### config.mk
export PLATFORM = sky130hd
export DESIGN_NAME = indexed_sequence_queue_core
export DESIGN_NICKNAME = d
export VERILOG_FILES = /design/src/hdl/isq_pkg.sv /design/src/hdl/indexed_sequence_queue_core.sv
export SDC_FILE = /design/constraint.sdc
export NUM_CORES = 1
export LEC_CHECK = 0
export BUFFER_PORTS_ARGS = -buffer_cell sky130_fd_sc_hd__buf_2
export CAP_MARGIN = 5
export CORE_ASPECT_RATIO = 1.75
export CORE_UTILIZATION = 54
export CTS_CLUSTER_SIZE = 25
export DETAILED_ROUTE_END_ITERATION = 10
export PLACE_DENSITY_LB_ADDON = 0.25
export RECOVER_POWER = 100
export SLEW_MARGIN = 10
export SYNTH_ARGS = -nofsm -noshare
export SYNTH_HDL_FRONTEND = slang
export SYNTH_SLANG_ARGS = --single-unit
export TNS_END_PERCENT = 20
### constraint.sdc
create_clock -name clk -period 8.2 [get_ports clk]
set_clock_uncertainty 0.2 [all_clocks]
set_input_delay 0.41 -clock clk [delete_from_list [all_inputs] [get_ports clk]]
set_output_delay 0.41 -clock clk [all_outputs]
set_load 0.1 [all_outputs]
### src/hdl/isq_pkg.sv
`default_nettype none
// ----------------------------------------------------------------------------
// isq_pkg: shared definitions for the indexed sequence queue
// Action and status codes, sequencer states, field widths and the
// default sizing of the entry memory.
// ----------------------------------------------------------------------------
package isq_pkg;

	// Default sizing
	localparam int unsigned CAPACITY_DEF   = 16;
	localparam int unsigned DATA_WIDTH_DEF = 32;

	// Fixed field widths of the stream payloads
	localparam int unsigned ACTION_W   = 3;
	localparam int unsigned POS_W      = 5;
	localparam int unsigned VALUE_W    = 32;
	localparam int unsigned STATUS_W   = 2;
	localparam int unsigned FPOS_W     = 4;
	localparam int unsigned LENGTH_W   = 5;
	localparam int unsigned IN_DATA_W  = 40;
	localparam int unsigned OUT_DATA_W = 48;

	// Action codes carried in the input tuser
	typedef enum logic [ACTION_W-1:0] {
		ACT_APPEND   = 3'd0,
		ACT_INSERT   = 3'd1,
		ACT_REM_HEAD = 3'd2,
		ACT_REM_POS  = 3'd3,
		ACT_SEARCH   = 3'd4,
		ACT_CLEAR    = 3'd5
	} action_t;

	// Result status codes
	typedef enum logic [STATUS_W-1:0] {
		ST_OK      = 2'd0,
		ST_BAD_POS = 2'd1,
		ST_EMPTY   = 2'd2,
		ST_FULL    = 2'd3
	} status_t;

	// Sequencer states
	typedef enum logic [2:0] {
		S_IDLE,
		S_SHIFT_UP,
		S_PUT,
		S_TAKE,
		S_SHIFT_DN,
		S_SEARCH,
		S_DONE
	} state_t;

endpackage
`default_nettype wire

### src/hdl/indexed_sequence_queue_core.sv
`default_nettype none
// ----------------------------------------------------------------------------
// indexed_sequence_queue_core: bounded ordered word store
// Append, insert at a position, remove the head or at a position, search
// for the first equal word and clear, on words held in one synchronous RAM.
// ----------------------------------------------------------------------------
//  channel | dir | signals                     | contents
//  --------+-----+-----------------------------+------------------------------
//  s       | in  | s_tvalid s_tready s_tdata   | tuser action, tdata pos/value
//          |     | s_tuser                     |
//  m       | out | m_tvalid m_tready m_tdata   | status, removed word, found,
//          |     |                             | found position, length
//
//  One transaction at a time. Append, clear, errors and insert at the tail
//  go through S_DONE to the output register; insert at p walks from the tail
//  down to p, remove at p walks from p to the tail, search walks from the
//  head to the first match, paced by the one read and one write port, one entry a step.
//  Reset empties the store at once; the RAM itself is not cleared.
//  A result waits in the output register while the next transaction is
//  taken; a stalled output holds the sequencer only when a new result is due.
// ----------------------------------------------------------------------------
module indexed_sequence_queue_core #(
	parameter int unsigned CAPACITY   = isq_pkg::CAPACITY_DEF,
	parameter int unsigned DATA_WIDTH = isq_pkg::DATA_WIDTH_DEF
) (
	input  wire logic                            clk,
	input  wire logic                            arst_n,
	input  wire logic                            s_tvalid,
	output logic                                 s_tready,
	// [4:0] position, [36:5] value, [39:37] zero
	input  wire logic [isq_pkg::IN_DATA_W-1:0]   s_tdata,
	// [2:0] action
	input  wire logic [isq_pkg::ACTION_W-1:0]    s_tuser,
	output logic                                 m_tvalid,
	input  wire logic                            m_tready,
	// [1:0] status, [33:2] removed_value, [34] found, [38:35] found_position,
	// [43:39] length, [47:44] zero
	output logic [isq_pkg::OUT_DATA_W-1:0]       m_tdata
);

	localparam int unsigned AW   = $clog2(CAPACITY);
	localparam int unsigned CW   = $clog2(CAPACITY + 1);
	localparam int unsigned CMPW = (CW > isq_pkg::POS_W) ? CW : isq_pkg::POS_W;

	// Entry RAM
	logic [DATA_WIDTH-1:0] mem [CAPACITY];
	logic                  mem_re;
	logic [AW-1:0]         mem_ra;
	logic                  mem_we;
	logic [AW-1:0]         mem_wa;
	logic [DATA_WIDTH-1:0] mem_wd;
	logic [DATA_WIDTH-1:0] rd_data_q;

	// Control state
	isq_pkg::state_t state_q, state_d;
	logic [CW-1:0]   count_q, count_d;
	logic            m_tvalid_q, m_tvalid_d;

	// Working registers
	logic [AW-1:0]                  rp_q, rp_d;
	logic [AW-1:0]                  pos_q, pos_d;
	logic [DATA_WIDTH-1:0]          word_q, word_d;
	isq_pkg::status_t               status_q, status_d;
	logic [isq_pkg::VALUE_W-1:0]    removed_q, removed_d;
	logic                           found_q, found_d;
	logic [isq_pkg::FPOS_W-1:0]     fpos_q, fpos_d;
	logic [isq_pkg::OUT_DATA_W-1:0] m_tdata_q, m_tdata_d;

	// Input decode and width adaptation
	logic [isq_pkg::POS_W-1:0]            in_pos;
	logic [isq_pkg::VALUE_W-1:0]          in_value;
	logic [DATA_WIDTH+isq_pkg::VALUE_W-1:0] value_x;
	logic [DATA_WIDTH-1:0]                in_word;
	logic [DATA_WIDTH+isq_pkg::VALUE_W-1:0] rd_x;
	logic [AW+isq_pkg::FPOS_W-1:0]        rp_x;
	logic [CW+isq_pkg::LENGTH_W-1:0]      count_x;
	logic [CMPW-1:0]                      pos_ext;
	logic [CMPW-1:0]                      count_ext;
	logic                                 full;
	logic                                 empty;
	logic [CW-1:0]                        next_rp;
	logic                                 more;

	assign in_pos    = s_tdata[isq_pkg::POS_W-1:0];
	assign in_value  = s_tdata[isq_pkg::POS_W +: isq_pkg::VALUE_W];
	assign value_x   = {{DATA_WIDTH{1'b0}}, in_value};
	assign in_word   = value_x[DATA_WIDTH-1:0];
	assign rd_x      = {{isq_pkg::VALUE_W{1'b0}}, rd_data_q};
	assign rp_x      = {{isq_pkg::FPOS_W{1'b0}}, rp_q};
	assign count_x   = {{isq_pkg::LENGTH_W{1'b0}}, count_q};
	assign pos_ext   = CMPW'(in_pos);
	assign count_ext = CMPW'(count_q);
	assign full      = (count_q == CW'(CAPACITY));
	assign empty     = (count_q == '0);
	assign next_rp   = CW'(rp_q) + CW'(1);
	assign more      = (next_rp < count_q);

	assign s_tready = (state_q == isq_pkg::S_IDLE);
	assign m_tvalid = m_tvalid_q;
	assign m_tdata  = m_tdata_q;

	// Sequencer: next state, RAM accesses and result fields
	always_comb begin
		state_d    = state_q;
		count_d    = count_q;
		m_tvalid_d = m_tvalid_q & ~m_tready;
		m_tdata_d  = m_tdata_q;
		rp_d       = rp_q;
		pos_d      = pos_q;
		word_d     = word_q;
		status_d   = status_q;
		removed_d  = removed_q;
		found_d    = found_q;
		fpos_d     = fpos_q;
		mem_re     = 1'b0;
		mem_ra     = rp_q;
		mem_we     = 1'b0;
		mem_wa     = rp_q;
		mem_wd     = rd_data_q;
		unique case (state_q)
			isq_pkg::S_IDLE: begin
				if (s_tvalid) begin
					word_d    = in_word;
					pos_d     = AW'(pos_ext);
					status_d  = isq_pkg::ST_OK;
					removed_d = '0;
					found_d   = 1'b0;
					fpos_d    = '0;
					state_d   = isq_pkg::S_DONE;
					unique case (s_tuser)
						isq_pkg::ACT_APPEND: begin
							if (full) begin
								status_d = isq_pkg::ST_FULL;
							end else begin
								mem_we  = 1'b1;
								mem_wa  = AW'(count_q);
								mem_wd  = in_word;
								count_d = count_q + CW'(1);
							end
						end
						isq_pkg::ACT_INSERT: begin
							if (pos_ext > count_ext) begin
								status_d = isq_pkg::ST_BAD_POS;
							end else if (full) begin
								status_d = isq_pkg::ST_FULL;
							end else if (pos_ext == count_ext) begin
								mem_we  = 1'b1;
								mem_wa  = AW'(count_q);
								mem_wd  = in_word;
								count_d = count_q + CW'(1);
							end else begin
								// open a gap: walk from the tail down to the position
								mem_re  = 1'b1;
								mem_ra  = AW'(count_q - CW'(1));
								rp_d    = AW'(count_q - CW'(1));
								state_d = isq_pkg::S_SHIFT_UP;
							end
						end
						isq_pkg::ACT_REM_HEAD: begin
							if (empty) begin
								status_d = isq_pkg::ST_EMPTY;
							end else begin
								mem_re  = 1'b1;
								mem_ra  = '0;
								rp_d    = '0;
								pos_d   = '0;
								state_d = isq_pkg::S_TAKE;
							end
						end
						isq_pkg::ACT_REM_POS: begin
							if (empty) begin
								status_d = isq_pkg::ST_EMPTY;
							end else if (pos_ext >= count_ext) begin
								status_d = isq_pkg::ST_BAD_POS;
							end else begin
								mem_re  = 1'b1;
								mem_ra  = AW'(pos_ext);
								rp_d    = AW'(pos_ext);
								state_d = isq_pkg::S_TAKE;
							end
						end
						isq_pkg::ACT_SEARCH: begin
							if (!empty) begin
								mem_re  = 1'b1;
								mem_ra  = '0;
								rp_d    = '0;
								state_d = isq_pkg::S_SEARCH;
							end
						end
						isq_pkg::ACT_CLEAR: begin
							count_d = '0;
						end
						default: begin
						end
					endcase
				end
			end
			isq_pkg::S_SHIFT_UP: begin
				// move the entry read last cycle one place toward the tail
				mem_we = 1'b1;
				mem_wa = rp_q + AW'(1);
				mem_wd = rd_data_q;
				if (rp_q == pos_q) begin
					state_d = isq_pkg::S_PUT;
				end else begin
					mem_re = 1'b1;
					mem_ra = rp_q - AW'(1);
					rp_d   = rp_q - AW'(1);
				end
			end
			isq_pkg::S_PUT: begin
				mem_we  = 1'b1;
				mem_wa  = pos_q;
				mem_wd  = word_q;
				count_d = count_q + CW'(1);
				state_d = isq_pkg::S_DONE;
			end
			isq_pkg::S_TAKE, isq_pkg::S_SHIFT_DN: begin
				if (state_q == isq_pkg::S_TAKE) begin
					removed_d = rd_x[isq_pkg::VALUE_W-1:0];
				end else begin
					// close the gap: move the entry one place toward the head
					mem_we = 1'b1;
					mem_wa = rp_q - AW'(1);
					mem_wd = rd_data_q;
				end
				if (more) begin
					mem_re  = 1'b1;
					mem_ra  = AW'(next_rp);
					rp_d    = AW'(next_rp);
					state_d = isq_pkg::S_SHIFT_DN;
				end else begin
					count_d = count_q - CW'(1);
					state_d = isq_pkg::S_DONE;
				end
			end
			isq_pkg::S_SEARCH: begin
				if (rd_data_q == word_q) begin
					found_d = 1'b1;
					fpos_d  = rp_x[isq_pkg::FPOS_W-1:0];
					state_d = isq_pkg::S_DONE;
				end else if (more) begin
					mem_re = 1'b1;
					mem_ra = AW'(next_rp);
					rp_d   = AW'(next_rp);
				end else begin
					state_d = isq_pkg::S_DONE;
				end
			end
			isq_pkg::S_DONE: begin
				// load the output register once it is free
				if (!m_tvalid_q || m_tready) begin
					m_tdata_d  = {4'b0000, count_x[isq_pkg::LENGTH_W-1:0], fpos_q,
						found_q, removed_q, status_q};
					m_tvalid_d = 1'b1;
					state_d    = isq_pkg::S_IDLE;
				end
			end
			default: begin
				state_d = isq_pkg::S_IDLE;
			end
		endcase
	end

	// Control registers
	always_ff @(posedge clk or negedge arst_n) begin
		if (!arst_n) begin
			state_q    <= isq_pkg::S_IDLE;
			count_q    <= '0;
			m_tvalid_q <= 1'b0;
		end else begin
			state_q    <= state_d;
			count_q    <= count_d;
			m_tvalid_q <= m_tvalid_d;
		end
	end

	// Payload registers
	always_ff @(posedge clk) begin
		rp_q      <= rp_d;
		pos_q     <= pos_d;
		word_q    <= word_d;
		status_q  <= status_d;
		removed_q <= removed_d;
		found_q   <= found_d;
		fpos_q    <= fpos_d;
		m_tdata_q <= m_tdata_d;
	end

	// Entry RAM: one write and one registered read per cycle
	always_ff @(posedge clk) begin
		if (mem_we) begin
			mem[mem_wa] <= mem_wd;
		end
	end

	always_ff @(posedge clk) begin
		if (mem_re) begin
			rd_data_q <= mem[mem_ra];
		end
	end

`ifndef SYNTHESIS
	a_count_bound: assert property (@(posedge clk) disable iff (!arst_n)
		count_q <= CW'(CAPACITY))
		else $error("entry count above capacity");

	a_write_in_range: assert property (@(posedge clk) disable iff (!arst_n)
		mem_we |-> (CW'(mem_wa) < CW'(CAPACITY)))
		else $error("entry RAM written outside its depth");

	a_walk_in_store: assert property (@(posedge clk) disable iff (!arst_n)
		(state_q == isq_pkg::S_SHIFT_UP || state_q == isq_pkg::S_TAKE ||
		 state_q == isq_pkg::S_SHIFT_DN || state_q == isq_pkg::S_SEARCH)
		|-> (CW'(rp_q) < count_q))
		else $error("walk pointer beyond the stored entries");

	a_read_follows: assert property (@(posedge clk) disable iff (!arst_n)
		(state_q == isq_pkg::S_SHIFT_UP || state_q == isq_pkg::S_SHIFT_DN ||
		 state_q == isq_pkg::S_SEARCH || state_q == isq_pkg::S_TAKE)
		|-> $past(mem_re))
		else $error("walk step without a read issued the cycle before");
`endif

endmodule
`default_nettype wire

==> results <==
- The number of design-rule violations left by the first detailed-router iteration is 1930.
- The first global-routing pass estimated 113000 um of wire.
- The share of the Yosys chip area taken by registers is 0.711.
- Setup total negative slack on the finished layout was measured at 0 ps.
- The mapped netlist covers 28400 sq um.
- The number of synthesized register bits is 676.
- The H-tree was split into 2 levels.
- Leaving out fill and tap cells, the most frequent cell in the layout is edfxtp_1.
- The final antenna-violating net count is 0.
- In the routed design, unresolved DRC markers number 0.
- The clock passes through at most 3 buffers.
- STA puts the critical path data required time at around 8400 ps.
- STA puts the critical path data arrival time at 7190 ps.
- The root cell of the clock tree is clkbuf_16.
- The checks that failed: capacitance limit, slew limit.
- The area growth from synthesis to layout is 10.6%.
- Dividing the detail-routed wire length by the instance count gives 29.1 um.
- The number of warnings printed during yosys synthesis is 0.
- The net total in the final layout is 1991.
- The kind of launch point of the worst setup path is a register.
- The total die area is roughly 54000 sq um.
- The final number of setup-violating endpoints is 0.
- The share of the synthesized area in the top cell type is 0.700.
- Entering global routing, the biggest net connects 103 pins.
- The post-layout minimum cycle time is ~7000 ps.
- The total congestion overflow after global routing is 0.
- The async set-or-reset flop fraction in the synthesized netlist is 0.0133.
- TritonCTS built the clock tree.
- The vias after detailed routing is roughly 18000.
- The total iterations of the first detailed-routing run is 5.
- The count of hold-fix buffers inserted at cts is 38.
- TritonCTS created 55 clock buffers.
- The count of endpoints failing hold in the final timing report was 0.
- Dividing the detail-routed via count by the number of cells gives between 6 and 7.
- After synthesis, the cell types taking the most area are edfxtp_1 70%, mux2i_1 4.5%, a2111o_1 3.7%, a221oi_1 3.1%, and2_1 3.0%.
- For this run, the leading register cell type out of synthesis is edfxtp_1.
- For this configuration, the core starts out at a cell density of 0.549.
- Based on the critical path, the design can be clocked at up to 143 MHz.
- The pin slew with the least headroom to its limit is 3290 ps.
- The initial antenna violation count is 4.
- The number of gates resized after CTS was 0.
- The count of final max-slew check failures came to 682.
- The overall global routing resource usage is 0.289.
- The number of global-route vias before repair is 17500.
- The biggest area consumer among synthesized cells is edfxtp_1.
- The maximum fanout encountered on the critical timing path is 35.
- The critical setup path kind is reg2reg.
- In this run the tightest slew margin relative to its limit is -1.19.
- The half-perimeter wire length of the detailed placement result is ~43000 um.
- The congestion estimate from routability-driven global placement came to roughly 0.9.
- Clock-pin slew was measured on the worst setup and hold paths at 70 ps.
- The flow ran to the end, but the final reports show violations.
- Hold timing on the final database bottoms out at a slack of slightly above 9 ps.
- The number of enable-type register cells in the synthesized netlist is 663.
- The core outline area is 51700 sq um.
- In this run the worst hold path is classified as in2reg.
- The I/O pin count is 97.
- The top cell types in the final layout, fill and taps aside, are 663 x edfxtp_1, 129 x nand2_1, 127 x mux2i_1.
- Buffers placed on the I/O ports in this run total 89.
- The post-detailed-placement cell area is 29600 sq um.
- The later pin in the worst-skew pair is clocked with a latency of 620 ps.
- Setup repair after global routing left no endpoint under its margin.
- For this block, the routed nets add up to 77100 um of wire.
- The overall die height is 306 um.
- The horizontal die dimension is roughly 180 um.
- The number of setup buffers added after CTS is 0.
- The CTS sink count is around 680.
- Across the run, the number of max-cap violations was 22.
- STA classifies the critical path endpoint as a register.
- The placement row count is 110.
- The final cell area excluding filler cells is about 31000 sq um.
- In the final layout, the share of cells above drive strength 1 is 0.0720.
- The number of distinct library cells after synthesis is between 70 and 80.
- The synthesized area per cell is 15.4 sq um.
- In the finished design, the share of the clock period the worst path needs comes to 0.852.
- The number of cells produced by synthesis is approximately 1800.
- The antenna diode count is 0.
sequential cells by signal, summed over array words and instances (netlist names), 5 cells and up:
register	cells
removed_q	32
word_q	32
rd_data_q	32
m_tdata	44
mem	512
count_ext	5
cells by family (layout without fill, tap and decap cells):
kind of cell | after synthesis | in the layout | synth area share
compound gates | 404 | 404 | 0.121
buf+inv | 162 | 289 | 0.0252
other cells | 1 | 4 | 0.000132
fa+ha+maj | 13 | 13 | 0.00572
flops | 676 | 676 | 0.711
xor+xnor | 41 | 41 | 0.0126
mux | 127 | 127 | 0.0447
simple gates | 419 | 419 | 0.0794
layer usage:
metal,global-route usage,part of all wire
met1,0.347,0.36
met2,0.505,0.51
met3,0.0381,0.075
met4,0.150,0.054
met5,0,0.00051
through the flow:
stage | cells | util | setup WS [ps]
finish | 2645 | 0.608 | 1220
CTS | 2644 | 0.612 | 2310
global route | 2645 | 0.608 | 986
floorplan | 1846 | - | 2900
detailed placement | 2507 | 0.572 | 2330
global placement | 2507 | 0.572 | 2370
final timing paths:
check | startpoint | to | slack, ps | cells past startpoint
worst max-delay path | count_ext[1]$_DFFE_PN0P_ | rd_data_q[27]$_DFFE_PP_ | 1220 | 13
worst min-delay path | m_tready | m_tvalid$_DFF_PN0_ | 9 | 3
worst max register to register | count_ext[1]$_DFFE_PN0P_ | rd_data_q[27]$_DFFE_PP_ | 1220 | 13
worst min register to register | fpos_q[3]$_SDFFCE_PN0P_ | m_tdata[38]$_DFFE_PP_ | 220 | 0
max in group asynchronous | arst_n | state_q[0]$_DFFE_PN0P_ | 6860 | 3
min in group asynchronous | arst_n | m_tvalid$_DFF_PN0_ | 620 | 3
synth_stat cells (5+ instances only):
master,count
o211ai_1,6
mux2i_1,127
xnor2_1,40
a221oi_1,101
and2_1,135
nand4_1,43
nand3_1,16
buf_4,8
ha_1,13
nand2_1,130
o21a_1,5
nor3_1,9
nand2b_1,7
o21ai_0,24
o22ai_1,5
nor2_1,39
inv_1,17
a2111o_1,93
nor2b_1,9
clkbuf_1,81
edfxtp_1,663
buf_2,44
dfrtp_1,9
a22oi_1,36
a221o_1,32
a21oi_1,56
a211oi_1,8
layout make-up:
class | count | area (sq um)
tap | 672 | 841
clock inverter | 30 | 289
sequential | 676 | 20200
timing repair buffer | 168 | 956
inverter | 22 | 93.8
clock buffer | 69 | 1450
multi-input combinational | 1008 | 7600
fill | 3852 | 20300
worst max-delay path, cell delays in order (launching register included):
cell and delay [ps]:
dfrtp_1 510, inv_1 260, ha_1 380, nor4b_1 800, nor2_1 220, a2bb2oi_1 210
nor2b_1 100, or4_1 520, a2bb2oi_1 200, nor2_4 450, clkinvlp_2 1590, buf_4 780
a2111o_1 320, nand4_1 220
Power is left out: the tool's default activity adds up to more than one toggle a clock period on the data nets, which glitch-free logic cannot reach.
